==> config.mk <==
export PLATFORM = sky130hd
export DESIGN_NAME = vsc_front_flat
export DESIGN_NICKNAME = d
export VERILOG_FILES = /design/src/hdl/vsc_pkg.sv /design/src/hdl/vsc_if.sv /design/src/hdl/vsc_front.sv /design/src/flat_wrapper.sv
export SDC_FILE = /design/constraint.sdc
export NUM_CORES = 1
export LEC_CHECK = 0
export BUFFER_PORTS_ARGS = -buffer_cell sky130_fd_sc_hd__buf_4
export CORE_UTILIZATION = 39
export DETAILED_ROUTE_END_ITERATION = 8
export PLACE_DENSITY = 0.86
export RECOVER_POWER = 25
export SLEW_MARGIN = 10
export SYNTH_ARGS = -nofsm -noshare
export SYNTH_HDL_FRONTEND = slang
export SYNTH_SLANG_ARGS = --single-unit
==> constraint.sdc <==
create_clock -name vclk -period 3.2
set_input_delay 0.32 -clock vclk [all_inputs]
set_output_delay 0.32 -clock vclk [all_outputs]
set_load 0.005 [all_outputs]
==> src/hdl/vsc_pkg.sv <==
`default_nettype none

package vsc_pkg;

    localparam int SIZE_XZ = 16;
    localparam int SIZE_Y  = 64;

    localparam int YW         = $clog2(SIZE_Y);
    localparam int BANK_XZ    = (SIZE_XZ + 1) / 2;
    localparam int BANK_DEPTH = BANK_XZ * BANK_XZ;
    localparam int AW         = (BANK_DEPTH > 1) ? $clog2(BANK_DEPTH) : 1;
    localparam int NUM_BANKS  = 4;
    localparam int QDEPTH     = 2;
    localparam int QCW        = $clog2(QDEPTH + 1);

    localparam logic [1:0] BANK_XBIT = 2'b10;
    localparam logic [1:0] BANK_ZBIT = 2'b01;

    localparam logic [1:0] CMD_WRITE = 2'd0;
    localparam logic [1:0] CMD_TEST  = 2'd1;
    localparam logic [1:0] CMD_CLEAR = 2'd2;

    typedef logic [AW-1:0]     addr_t;
    typedef logic [SIZE_Y-1:0] row_t;

    typedef struct packed {
        logic [1:0]    cmd;
        logic          err;
        logic          fill;
        logic [YW-1:0] y;
        logic          y_lo_ok;
        logic          y_hi_ok;
        logic          xm_ok;
        logic          xp_ok;
        logic          zm_ok;
        logic          zp_ok;
        logic [1:0]    bank_c;
        addr_t         addr_c;
        addr_t         addr_xm;
        addr_t         addr_xp;
        addr_t         addr_zm;
        addr_t         addr_zp;
    } item_t;

    typedef struct packed {
        logic full;
        logic empty;
    } q_status_t;

    typedef struct packed {
        logic clearing;
    } back_status_t;

    // Rows are columns along y; the four banks are chosen by the low bits of x and z.
    function automatic addr_t row_addr(input logic [6:0] xc, input logic [6:0] zc);
        logic [12:0] sum;
        sum = 13'(xc[6:1]) * 13'(BANK_XZ) + 13'(zc[6:1]);
        return sum[AW-1:0];
    endfunction

endpackage

`default_nettype wire

==> src/hdl/vsc_if.sv <==
`default_nettype none

interface vsc_in_if;
    logic              valid;
    logic              ready;
    logic [1:0]        command;
    logic signed [7:0] x_coord;
    logic signed [7:0] y_coord;
    logic signed [7:0] z_coord;
    logic              fill_value;

    modport source (output valid, command, x_coord, y_coord, z_coord, fill_value,
                    input ready);
    modport sink (input valid, command, x_coord, y_coord, z_coord, fill_value,
                  output ready);
endinterface


`default_nettype wire

==> src/hdl/vsc_front.sv <==
`default_nettype none

module vsc_front
    import vsc_pkg::*;
(
    vsc_in_if.sink             request,
    input  q_status_t          q_status,
    input  back_status_t       b_status,
    output logic               push,
    output item_t              push_item
);

    logic       x_ok;
    logic       y_ok;
    logic       z_ok;
    logic       in_chunk;
    logic [6:0] xs;
    logic [6:0] ys;
    logic [6:0] zs;
    logic [6:0] xm;
    logic [6:0] xp;
    logic [6:0] zm;
    logic [6:0] zp;

    assign request.ready = !q_status.full && !b_status.clearing;
    assign push          = request.valid && request.ready;

    always_comb
    begin
        x_ok = !request.x_coord[7] && ({2'b00, request.x_coord[6:0]} < 9'(SIZE_XZ));
        y_ok = !request.y_coord[7] && ({2'b00, request.y_coord[6:0]} < 9'(SIZE_Y));
        z_ok = !request.z_coord[7] && ({2'b00, request.z_coord[6:0]} < 9'(SIZE_XZ));
        in_chunk = x_ok && y_ok && z_ok;

        xs = in_chunk ? request.x_coord[6:0] : 7'd0;
        ys = in_chunk ? request.y_coord[6:0] : 7'd0;
        zs = in_chunk ? request.z_coord[6:0] : 7'd0;

        push_item.cmd     = request.command;
        push_item.err     = ((request.command == CMD_WRITE) || (request.command == CMD_TEST))
                            && !in_chunk;
        push_item.fill    = request.fill_value;
        push_item.y       = ys[YW-1:0];
        push_item.y_lo_ok = (ys != 7'd0);
        push_item.y_hi_ok = (ys != 7'(SIZE_Y - 1));
        push_item.xm_ok   = (xs != 7'd0);
        push_item.xp_ok   = (xs != 7'(SIZE_XZ - 1));
        push_item.zm_ok   = (zs != 7'd0);
        push_item.zp_ok   = (zs != 7'(SIZE_XZ - 1));
        push_item.bank_c  = {xs[0], zs[0]};

        xm = push_item.xm_ok ? xs - 7'd1 : xs;
        xp = push_item.xp_ok ? xs + 7'd1 : xs;
        zm = push_item.zm_ok ? zs - 7'd1 : zs;
        zp = push_item.zp_ok ? zs + 7'd1 : zs;

        push_item.addr_c  = row_addr(xs, zs);
        push_item.addr_xm = row_addr(xm, zs);
        push_item.addr_xp = row_addr(xp, zs);
        push_item.addr_zm = row_addr(xs, zm);
        push_item.addr_zp = row_addr(xs, zp);
    end

endmodule

`default_nettype wire

==> src/flat_wrapper.sv <==
// flat-port wrapper written by rule: the top's interface ports become plain ports
module vsc_front_flat import vsc_pkg::*;
  (q_status, b_status, push, push_item, request_valid, request_command, request_x_coord, request_y_coord, request_z_coord, request_fill_value, request_ready);
  vsc_in_if request_i ();
  input  q_status_t q_status;
  input  back_status_t b_status;
  output logic push;
  output item_t push_item;
  input wire logic [$bits(request_i.valid)-1:0] request_valid;
  input wire logic [$bits(request_i.command)-1:0] request_command;
  input wire logic [$bits(request_i.x_coord)-1:0] request_x_coord;
  input wire logic [$bits(request_i.y_coord)-1:0] request_y_coord;
  input wire logic [$bits(request_i.z_coord)-1:0] request_z_coord;
  input wire logic [$bits(request_i.fill_value)-1:0] request_fill_value;
  output wire logic [$bits(request_i.ready)-1:0] request_ready;
  assign request_i.valid = request_valid;
  assign request_i.command = request_command;
  assign request_i.x_coord = request_x_coord;
  assign request_i.y_coord = request_y_coord;
  assign request_i.z_coord = request_z_coord;
  assign request_i.fill_value = request_fill_value;
  assign request_ready = request_i.ready;
  vsc_front u_core (.request(request_i), .q_status(q_status), .b_status(b_status), .push(push), .push_item(push_item));
endmodule
==> flow_summary.ini <==
[status]
outcome = finished, final reports clean

[route]
dr_wl_met3_um = 104
postRouteAntennaNets = 0
wl_per_cell_um = 11.4
top_layer = met4
avgViaCountPerCell = 4.71
vias = 1004
drcViolationCount = 0
met1_length_um = 988
drt_first_pass_iters = 5
drt_first_iter_violations = 11
wl_met2_um = 1290
routed_wl_um = 2420

[grt]
grt_overflow = 0
grt_util_all_layers_pct = 20.1
grt_max_degree = 20
antenna_found_initial = 0
grt_pass1_wl_um = 3420
first_global_vias = 827

[sta]
worst_slack_ns = 0.303
drv_slew = 0
grt_setup_unrepaired = false
clock.fmax_mhz = 345
finalSetupTns_ns = 0
setup_viol = 0
finalCritPeriodShare_pct = 90.5
period_minus_slack_ns = 2.90
hold_violations = 0

[place]
preCtsSetupSlack_ns = 0.320
hpwl_um = 2150
place_inst = 213
numPortBuffers = 76
gp_congestion = 0.805

[floorplan]
initial_core_util_pct = 42.1
rows = 16
fp.dieH_um = 48.3
io_pins = 81
core_sq_mm = 0.00198
fp.dieW_um = 48.3
dieArea_sq_mm = 0.00233

[logic_synthesis]
synthTopCellsByArea = ha_1, fa_1, buf_4
synth-adder-area-share_pct = 25.5
netlist.area_leader.share_pct = 13.5
synth_cell_types = 39
synth_xor_area_share_pct = 5.25
synth_mux_area_share_pct = 4.80
synth_compound_area_share_pct = 16.8
synth_largest_area_cell = ha_1
synth_top_family_by_area = simple AND/OR/NAND/NOR gates
syn-cell-area_sq_um = 835
synth_common_cells = inv_1, nor2_1, buf_4, ha_1, and2_1
ys_warn_count = 0
synthSimpleGateAreaFrac_pct = 31.5
avgSynthCellArea_sq_um = 7.39
syn_inst = 113
synth-seq-area-share_pct = 0

[power]
finalPower_w = 0.0000683
power.sequential.fraction_pct = 0
switching_share_pct = 41.4
peakVddDrop_uv = 34.1
switchingPower_w = 0.0000282
clkPwrFrac_pct = 0
cellLeakagePower_nw = 0.817
combinationalPowerShare_pct = 100.0
p_int_w = 0.0000400
pwr_density_cell_mw_per_mm2 = 48.8

[worst_setup_path]
worst-path-buf-inv = 4
critPathCaptureType = output pin
crit_required_ns = 2.88
crit_path_max_incr_delay_ns = 0.47
cpMaxStageDelayCell = fa_1
crit_type = primary input to output pin
arrival_ns = 2.58
critical_path.most_common_cell = buf_4
cp-start-kind = primary input
path_delay_family = simple AND/OR/NAND/NOR gates
path_max_fanout = 19
path_cells = buf_4 > nor4_2 > and3_1 > buf_4 > nand2_1 > inv_1 > ha_1 > nor2b_1 > a21oi_1 > fa_1 > buf_4

[clock_tree]
post_cts_resized = 0
postCtsSetupBuffers = 0
hold_buffers = 0

[min_path]
hold_class = primary input to output pin

[run]
maxCapViolCount = 0

[layout]
layout.nets = 233
drive_above_1_share_pct = 48.4
syn_to_final_growth_pct = 67.5
regArea_sq_um = 0
nFlopsAndLatches = 0
clkbuf_count = 0
diodes = 0
final_cells = 213
-- cell families (layout without fill, tap and decap cells) --
kind of cell | Yosys count | in the layout
compound gates | 20 | 20
xor+xnor | 5 | 5
fa+ha+maj | 14 | 14
buf+inv | 23 | 90
mux | 3 | 3
other cells | 2 | 8
simple gates | 46 | 46
-- per-stage QoR --
step                utilization (%)  hold slack, ns  instance area [sq um]
floorplan                         -           0.671                    857
global placement               70.5           0.640                   1400
detailed placement             70.5           0.640                   1400
CTS                            70.5           0.640                   1400
global route                   70.5           0.640                   1400
finish                         70.5           0.640                   1400
-- cells in the final DEF, fill, tap and decap left out, types with 4 or more instances in the layout --
cell type	count
inv_1	10
and2_1	8
nand2_1	7
ha_1	9
buf_4	71
fa_1	5
nor2_1	10
a21oi_1	7
clkbuf_4	8
xnor2_1	4
conb_1	8
-- final cells by class --
cell class / instances / area, sq um
fillers: 168 / 584
inverters: 11 / 41.3
multi-input cells: 96 / 729
well taps: 27 / 33.8
repair buffers: 79 / 593
-- metal layers --
metal  vias up  global-route usage [%]
li1        517                       -
met2        37                    36.5
met1       446                    25.8
met5         -                       0
met4         0                    5.56
met3         4                   0.370
-- power by group through the flow --
stage          registers [W]   logic, W  clock network, W
2_1_floorplan              0  0.0000228                 0
3_3_place_gp               0  0.0000662                 0
3_5_place_dp               0  0.0000683                 0
4_1_cts                    0  0.0000685                 0
5_1_grt                    0  0.0000771                 0
6_report                   0  0.0000683                 0
-- final timing paths --
check                 cells after the start                from  slack [ns]             to
worst max-delay path                     11  request_z_coord[4]        0.30  push_item[16]
worst min-delay path                      0  request_fill_value        0.64  push_item[44]
Power figures use the tool's default switching activity.
