$ cat src/hdl/vsc_pkg.sv
`default_nettype none

package vsc_pkg;

    localparam int SIZE_XZ = 16;
    localparam int SIZE_Y  = 64;

    localparam int YW         = $clog2(SIZE_Y);
    localparam int BANK_XZ    = (SIZE_XZ + 1) / 2;
    localparam int BANK_DEPTH = BANK_XZ * BANK_XZ;
    localparam int AW         = (BANK_DEPTH > 1) ? $clog2(BANK_DEPTH) : 1;
    localparam int NUM_BANKS  = 4;
    localparam int QDEPTH     = 2;
    localparam int QCW        = $clog2(QDEPTH + 1);

    localparam logic [1:0] BANK_XBIT = 2'b10;
    localparam logic [1:0] BANK_ZBIT = 2'b01;

    localparam logic [1:0] CMD_WRITE = 2'd0;
    localparam logic [1:0] CMD_TEST  = 2'd1;
    localparam logic [1:0] CMD_CLEAR = 2'd2;

    typedef logic [AW-1:0]     addr_t;
    typedef logic [SIZE_Y-1:0] row_t;

    typedef struct packed {
        logic [1:0]    cmd;
        logic          err;
        logic          fill;
        logic [YW-1:0] y;
        logic          y_lo_ok;
        logic          y_hi_ok;
        logic          xm_ok;
        logic          xp_ok;
        logic          zm_ok;
        logic          zp_ok;
        logic [1:0]    bank_c;
        addr_t         addr_c;
        addr_t         addr_xm;
        addr_t         addr_xp;
        addr_t         addr_zm;
        addr_t         addr_zp;
    } item_t;

    typedef struct packed {
        logic full;
        logic empty;
    } q_status_t;

    typedef struct packed {
        logic clearing;
    } back_status_t;

    // Rows are columns along y; the four banks are chosen by the low bits of x and z.
    function automatic addr_t row_addr(input logic [6:0] xc, input logic [6:0] zc);
        logic [12:0] sum;
        sum = 13'(xc[6:1]) * 13'(BANK_XZ) + 13'(zc[6:1]);
        return sum[AW-1:0];
    endfunction

endpackage

`default_nettype wire

$ cat src/hdl/vsc_queue.sv
`default_nettype none

module vsc_queue
    import vsc_pkg::*;
(
    input  logic      clk,
    input  logic      rst_n,
    input  logic      push,
    input  item_t     push_item,
    input  logic      pop,
    output item_t     head,
    output q_status_t q_status
);

    item_t              slot_reg [QDEPTH];
    logic [QCW-1:0]     count_reg;
    logic [QCW-1:0]     count_next;
    logic               wr_ptr_reg;
    logic               rd_ptr_reg;

    assign head           = slot_reg[rd_ptr_reg];
    assign q_status.full  = (count_reg == QCW'(QDEPTH));
    assign q_status.empty = (count_reg == '0);

    always_comb
    begin
        count_next = count_reg;
        if (push && !pop)
        begin
            count_next = count_reg + 1'b1;
        end
        else if (pop && !push)
        begin
            count_next = count_reg - 1'b1;
        end
    end

    always_ff @(posedge clk or negedge rst_n)
    begin
        if (!rst_n)
        begin
            count_reg  <= '0;
            wr_ptr_reg <= 1'b0;
            rd_ptr_reg <= 1'b0;
        end
        else
        begin
            count_reg <= count_next;
            if (push)
            begin
                wr_ptr_reg <= !wr_ptr_reg;
            end
            if (pop)
            begin
                rd_ptr_reg <= !rd_ptr_reg;
            end
        end
    end

    always_ff @(posedge clk)
    begin
        if (push)
        begin
            slot_reg[wr_ptr_reg] <= push_item;
        end
    end

endmodule

`default_nettype wire

$ cat config.mk
export PLATFORM = sky130hd
export DESIGN_NAME = vsc_queue
export DESIGN_NICKNAME = d
export VERILOG_FILES = /design/src/hdl/vsc_pkg.sv /design/src/hdl/vsc_queue.sv
export SDC_FILE = /design/constraint.sdc
export NUM_CORES = 1
export LEC_CHECK = 0
export BUFFER_PORTS_ARGS = -buffer_cell sky130_fd_sc_hd__buf_2
export CORE_ASPECT_RATIO = 0.9
export CORE_MARGIN = 3
export CORE_UTILIZATION = 51
export DETAILED_ROUTE_END_ITERATION = 12
export MAX_ROUTING_LAYER = met4
export PLACE_DENSITY_LB_ADDON = 0.2
export SKIP_LAST_GASP = 1
export SYNTH_ARGS = -nofsm -noshare
export SYNTH_HDL_FRONTEND = slang
export SYNTH_SLANG_ARGS = --single-unit
$ cat constraint.sdc
create_clock -name clk -period 3.5 [get_ports clk]
set_input_delay 0.7 -clock clk [delete_from_list [all_inputs] [get_ports clk]]
set_output_delay 0.7 -clock clk [all_outputs]
set_load 0.05 [all_outputs]
==> flow_metrics.env, run 1 <==
export IMPL_place_area_um2=4330
export IMPL_grt_use_total_pct=15.6
export IMPL_status="finished clean"
export IMPL_cts_path_max_buffers=2
export IMPL_clockRootBuffer="clkbuf_8"
export IMPL_drtPass1Iterations=4
export IMPL_cellLeakagePower_nw=1.73
export IMPL_hpwlAfterDp_um=3970
export IMPL_slew_headroom_pct=57.4
export IMPL_netlist_instances=165
export IMPL_nFillCells=492
export IMPL_cts_sinks=100
export IMPL_grt_pass1_wl_um=9150
export IMPL_worst_slew_pin_slew_ns=0.638
export IMPL_grt_pass1_vias=1900
export IMPL_path_cells="buf_12 > mux2_2 > buf_2"
export IMPL_r2r_end="slot_reg[1][34]"
export IMPL_reg2reg_depth=2
export IMPL_netlist_area_um2=3700
export IMPL_skew_ns=0.00751
export IMPL_die_height_um=86.8
export IMPL_routed_via_density=4.83
export IMPL_maxCapViolations=0
export IMPL_min_period_ns=2.59
export IMPL_drtIter0Drc=70
export IMPL_clock_latency_ns=0.35
export IMPL_grt_overflow_total=0
export IMPL_synthTopCellsByArea="edfxtp_1 78%, mux2_2 12%, mux2_4 4.1%"
export IMPL_synth_area_per_cell_um2=22.4
export IMPL_gp_congestion=0.722
export IMPL_timing_setup_tns_ns=0
export IMPL_die_area_um2=8310
export IMPL_htreeDepth=3
export IMPL_clkSlewWorstSetupHoldPaths_ns=0.08
export IMPL_crit_buf_inv=2
export IMPL_remaining_drc_errors=0
export IMPL_peakVddDrop_v=0.000539
export IMPL_cts_tree="done"
export IMPL_ctsHoldBuffers=0
export IMPL_wire_per_inst_um=15.7
export IMPL_cts_buffers_inserted=9
export IMPL_start_util_pct=54.4
export IMPL_crit_path_end_kind="output pin"
export IMPL_ys_ff_latch=100
export IMPL_fp_row_count=28
export IMPL_ctsResizeCount=0
export IMPL_drv_slew=0
export IMPL_grt_max_degree=31
export IMPL_syn2layout_area_growth_pct=21.7
export IMPL_ys_warn_count=0
export IMPL_post_cts_buffers=0
export IMPL_final_cell_mix="101 x buf_2, 96 x edfxtp_1, 38 x mux2_2"
export IMPL_cp_slowest_cell="dfrtp_2"
export IMPL_yosys_area_top_type_share_pct=78.0
export IMPL_ys_types=14
export IMPL_rsz0062_at_grt="no"
export IMPL_power_density_nw_per_um2=911
export IMPL_path_class="flip-flop to output pin"
export IMPL_drt_total_wl_um=5840
export IMPL_layout_commonest_cell="buf_2"
export IMPL_finalHoldViolations=0
export IMPL_fin_crit_sh_pct=74.1
export IMPL_setup_viol=0
export IMPL_ant_nets=0
export IMPL_max_stage_delay_ns=0.68
export IMPL_arrival_ns=1.89
export IMPL_synth_top_cell_by_area="edfxtp_1"
export IMPL_antenna_found_initial=0
export IMPL_finish_utilization_pct=66.2
export IMPL_core_area_um2=6800
export IMPL_hold_path_class="input pin to asynchronous set/reset pin"
export IMPL_max_freq_ghz=0.386
export IMPL_cpLargestDelayFamily="flip-flops"
export IMPL_io_pins=102
export IMPL_cp_max_fo=30
export IMPL_ys_seq_area_share_pct=80.7
export IMPL_worstReg2RegStart="wr_ptr_reg"
export IMPL_r2r_slack_ns=1.74
export IMPL_port_buffers=101
export IMPL_required_ns=2.80
export IMPL_cp_start_kind="flip-flop"
export IMPL_antennaDiodeCount=0
export IMPL_die_w_um=95.7
export IMPL_largest_reg_flops=96
export IMPL_via_count=1793
export IMPL_stdcell_area_um2=4500
export IMPL_syn_nets=218
export IMPL_nNetsFinal=329
export IMPL_drive_gt1_share_pct=60.1
-- power by group --
part           leakage, nW  total (mW)  switching (mW)  internal, mW
combinational        0.709        1.78            1.25         0.529
sequential           0.947        1.70           0.110          1.59
clock               0.0780       0.623           0.365         0.258
total                 1.73        4.10            1.72          2.38
-- synth_stat cells --
cell type and n:
buf_8 1, nor2b_1 2, buf_6 1, dfrtp_1 4
edfxtp_1 96, ha_1 1, inv_1 1, mux2_2 38
mux2_4 10, and2_1 1, buf_4 3, xnor2_1 1
nor2_1 2, xor2_1 4
-- how the worst max path moves through the flow --
stage          startpoint        endpoint  cells after the start
3_3_place_gp   rd_ptr_reg         head[3]                      3
2_1_floorplan        push  slot_reg[0][0]                      1
5_1_grt        rd_ptr_reg         head[3]                      3
6_report       rd_ptr_reg         head[3]                      3
3_5_place_dp   rd_ptr_reg         head[3]                      3
4_1_cts        rd_ptr_reg         head[3]                      3
-- per-layer routing --
metal / part of all wire, % / vias to the layer above / global-route usage (%)
met4: 1.7 / 0 / 6.59
met2: 48 / 71 / 24.2
met3: 6.8 / 8 / 4.34
met5: 0 / - / -
met1: 44 / 847 / 19.3
li1: - / 867 / -
-- logic make-up (layout without fill, tap and decap cells) --
kind of cell | count (synthesis) | after routing | synth area share (%)
XOR/XNOR | 5 | 5 | 1.18
adder cells (fa/ha/maj) | 1 | 1 | 0.338
buffers and inverters | 6 | 122 | 1.42
flip-flops | 100 | 100 | 80.7
multiplexers | 48 | 48 | 15.6
AND/OR/NAND/NOR | 5 | 5 | 0.711
-- stage by stage --
stage               power [mW]  std cells  setup WS, ns  hold WS (ns)
global placement          3.51        355          1.27         0.474
detailed placement        3.53        355          1.26         0.489
finish                    4.10        371         0.907         0.151
global route              4.29        371         0.795         0.127
floorplan                 3.17        165         0.210         0.404
CTS                       4.15        371         0.865         0.133
-- worst register-to-register path, delay by kind of cell (launching register included) --
| kind | cells | cell delay (ns) |
|---|---|---|
| simple gates | 1 | 0.59 |
| flops | 1 | 0.44 |
| buf+inv | 1 | 0.40 |
-- final cells by class --
| cell class | count | area [um^2] | area share (%) |
|---|---|---|---|
| multi-input cells | 59 | 669 | 14.9 |
| well taps | 90 | 113 | 2.50 |
| flip-flops and latches | 100 | 2980 | 66.3 |
| clock buffers | 10 | 128 | 2.84 |
| inverters | 1 | 3.75 | 0.0834 |
| repair buffers | 105 | 561 | 12.5 |
| clock inverters | 6 | 40.0 | 0.890 |
(Power assumes the default switching activity.)
==> run 2, diff against run 1 <==
--- a/config.mk
+++ b/config.mk
@@ -5,10 +5,11 @@
 export SDC_FILE = /design/constraint.sdc
 export NUM_CORES = 1
 export LEC_CHECK = 0
+export ABC_AREA = 1
 export BUFFER_PORTS_ARGS = -buffer_cell sky130_fd_sc_hd__buf_2
 export CORE_ASPECT_RATIO = 0.9
 export CORE_MARGIN = 3
-export CORE_UTILIZATION = 51
+export CORE_UTILIZATION = 46
 export DETAILED_ROUTE_END_ITERATION = 12
 export MAX_ROUTING_LAYER = met4
 export PLACE_DENSITY_LB_ADDON = 0.2
==> constraint.sdc (replaced) <==
create_clock -name clk -period 2.2 [get_ports clk]
set_input_delay 0.44 -clock clk [delete_from_list [all_inputs] [get_ports clk]]
set_output_delay 0.44 -clock clk [all_outputs]
set_load 0.05 [all_outputs]
==> run 2 against run 1 <==
Synthesized cell count is 5.5% higher. Critical path depth unchanged. Clock skew is 0.0014 ns lower. Via count rose by 4.3%. Wire length is 5.4% higher. Sequential power up 55%.
==> flow_metrics.env, run 2 <==
export IMPL_status="finished clean"
export IMPL_clkSlewWorstSetupHoldPaths_ns=0.09
export IMPL_die_height_um=91.3
export IMPL_stdcell_area_um2=4560
export IMPL_syn2layout_area_growth_pct=22.8
export IMPL_required_ns=1.76
export IMPL_ys_flop_type="edfxtp_1"
export IMPL_crit_buf_inv=2
export IMPL_grt_pass1_vias=1941
export IMPL_grt_use_total_pct=14.5
export IMPL_nNetsFinal=340
export IMPL_drtPass1Iterations=4
export IMPL_layout_commonest_cell="buf_2"
export IMPL_path_cells="buf_12 > mux2_2 > buf_2"
export IMPL_ys_types=15
export IMPL_cts_buffers_inserted=9
export IMPL_instances_no_fill=387
export IMPL_rsz0062_at_grt="no"
export IMPL_finalPower_mw=6.59
export IMPL_peakVddDrop_v=0.000689
export IMPL_drv_slew=0
export IMPL_fin_crit_sh_pct=89.7
export IMPL_drtIter0Drc=76
export IMPL_remaining_drc_errors=0
export IMPL_cp_slowest_cell="dfrtp_2"
export IMPL_gp_congestion=0.739
export IMPL_max_stage_delay_ns=0.41
export IMPL_ctsResizeCount=0
export IMPL_r2r_slack_ns=0.80
export IMPL_netlist_area_um2=3720
export IMPL_async_reset_ff_share_pct=4.00
export IMPL_clock_latency_ns=0.34
export IMPL_ant_nets=0
export IMPL_htreeDepth=3
export IMPL_core_area_um2=7690
export IMPL_routed_via_density=4.83
export IMPL_power_density_nw_per_um2=1440
export IMPL_cts_path_max_buffers=2
export IMPL_whs_ns=0.274
export IMPL_r2r_end="slot_reg[1][3]"
export IMPL_synth_top_cell_by_area="edfxtp_1"
export IMPL_maxCapViolations=0
export IMPL_path_class="flip-flop to output pin"
export IMPL_cp_max_fo=24
export IMPL_ys_seq_area_share_pct=80.3
export IMPL_nFillCells=596
export IMPL_clockRootBuffer="clkbuf_8"
export IMPL_largest_reg_flops=96
export IMPL_worst_slack_ns=0.226
export IMPL_finalHoldViolations=0
export IMPL_cpLargestDelayFamily="buffers and inverters"
export IMPL_cp_start_kind="flip-flop"
export IMPL_netlist_instances=174
export IMPL_regArea_um2=2980
export IMPL_synthTopCellsByCount="96 x edfxtp_1, 38 x mux2_2, 10 x mux2_4"
export IMPL_skew_ns=0.00610
export IMPL_hpwlAfterDp_um=4160
export IMPL_synth_edf_count=96
export IMPL_cts_tree="done"
export IMPL_final_cell_mix="101 x buf_2, 96 x edfxtp_1, 38 x mux2_2"
export IMPL_start_util_pct=48.3
export IMPL_min_period_ns=1.97
export IMPL_fp_row_count=30
export IMPL_grt_max_degree=49
export IMPL_grt_pass1_wl_um=9670
export IMPL_multi_input_area_um2=666
export IMPL_synthTopCellsByArea="edfxtp_1 78%, mux2_2 12%, mux2_4 4.0%"
export IMPL_dp_cells=371
export IMPL_worst_slew_pin_slew_ns=0.432
export IMPL_yosys_area_top_type_share_pct=77.6
export IMPL_io_pins=102
export IMPL_antenna_found_initial=0
export IMPL_grt_overflow_total=0
export IMPL_yosysMostFrequentCell="edfxtp_1"
export IMPL_crit_path_end_kind="output pin"
export IMPL_synth_area_per_cell_um2=21.4
export IMPL_finish_utilization_pct=59.3
export IMPL_holdCritStartpoint="push_item[19]"
export IMPL_cts_sinks=100
export IMPL_arrival_ns=1.53
export IMPL_port_buffers=101
export IMPL_syn_nets=227
export IMPL_max_freq_ghz=0.506
export IMPL_hold_path_class="input pin to flip-flop"
export IMPL_min_to="slot_reg[1][19]"
export IMPL_antennaDiodeCount=0
export IMPL_ys_ff_latch=100
export IMPL_drive_gt1_share_pct=58.8
export IMPL_setup_viol=0
export IMPL_holdPathStages=1
export IMPL_drt_total_wl_um=6150
export IMPL_slew_headroom_pct=71.1
export IMPL_die_area_um2=9190
export IMPL_via_count=1870
export IMPL_ys_warn_count=0
export IMPL_cellLeakagePower_nw=1.78
export IMPL_reg2reg_depth=3
export IMPL_die_w_um=101
export IMPL_timing_setup_tns_ns=0
export IMPL_place_area_um2=4390
export IMPL_worstReg2RegStart="wr_ptr_reg"
export IMPL_wire_per_inst_um=15.9
export IMPL_preCtsSetupSlack_ns=0.575
run 2: changes by cell type after synthesis, sizes merged:
cell	before	now
and2	1	0
xor2	4	2
inv	1	7
nor2	2	3
nor2b	2	0
nand4	0	1
nand2	0	5
nand3	0	1
run 2: worst max-delay path by stage:
stage	slack [ns]	endpoint	cells past startpoint	startpoint
3_5_place_dp	0.58	head[0]	3	rd_ptr_reg
2_1_floorplan	0.07	slot_reg[0][0]	2	push
6_report	0.23	head[11]	3	rd_ptr_reg
3_3_place_gp	0.58	head[15]	3	rd_ptr_reg
4_1_cts	0.19	head[0]	3	rd_ptr_reg
5_1_grt	0.15	head[1]	3	rd_ptr_reg
run 2: repair_timing:
item	4_1_cts	5_1_grt
hold endpoints to repair	4	0
buffers inserted	0	0
hold buffers	1	0
run 2: layout make-up:
type / count / area share (%)
clock buffers: 9 / 2.71
flip-flops and latches: 100 / 65.4
clock inverters: 6 / 0.905
repair buffers: 107 / 13.2
inverters: 7 / 0.576
multi-input cells: 62 / 14.6
well taps: 96 / 2.63
run 2: report_power, final:
part	internal [mW]	switching [mW]	leakage [nW]	total, mW
clock	0.405	0.579	0.0791	0.983
sequential	2.53	0.117	0.947	2.64
combinational	0.889	2.08	0.752	2.97
total	3.82	2.77	1.78	6.59
run 2: cell families after synthesis:
family                   Yosys count  share of synthesized area, %
AND/OR/NAND/NOR                   10                          1.11
multiplexers                      48                          15.6
buffers and inverters             12                          2.02
XOR/XNOR                           3                         0.707
adder cells (fa/ha/maj)            1                         0.337
flip-flops                       100                          80.3
run 2: layer usage:
layer | global-route usage [%] | vias to the layer above | wire (um) | part of all wire [%]
met1 | 19.3 | 908 | 2760 | 45
met4 | 5.05 | 0 | 55 | 0.89
met2 | 21.4 | 64 | 3020 | 49
met5 | - | - | 0 | 0
li1 | - | 892 | - | -
met3 | 4.07 | 6 | 321 | 5.2
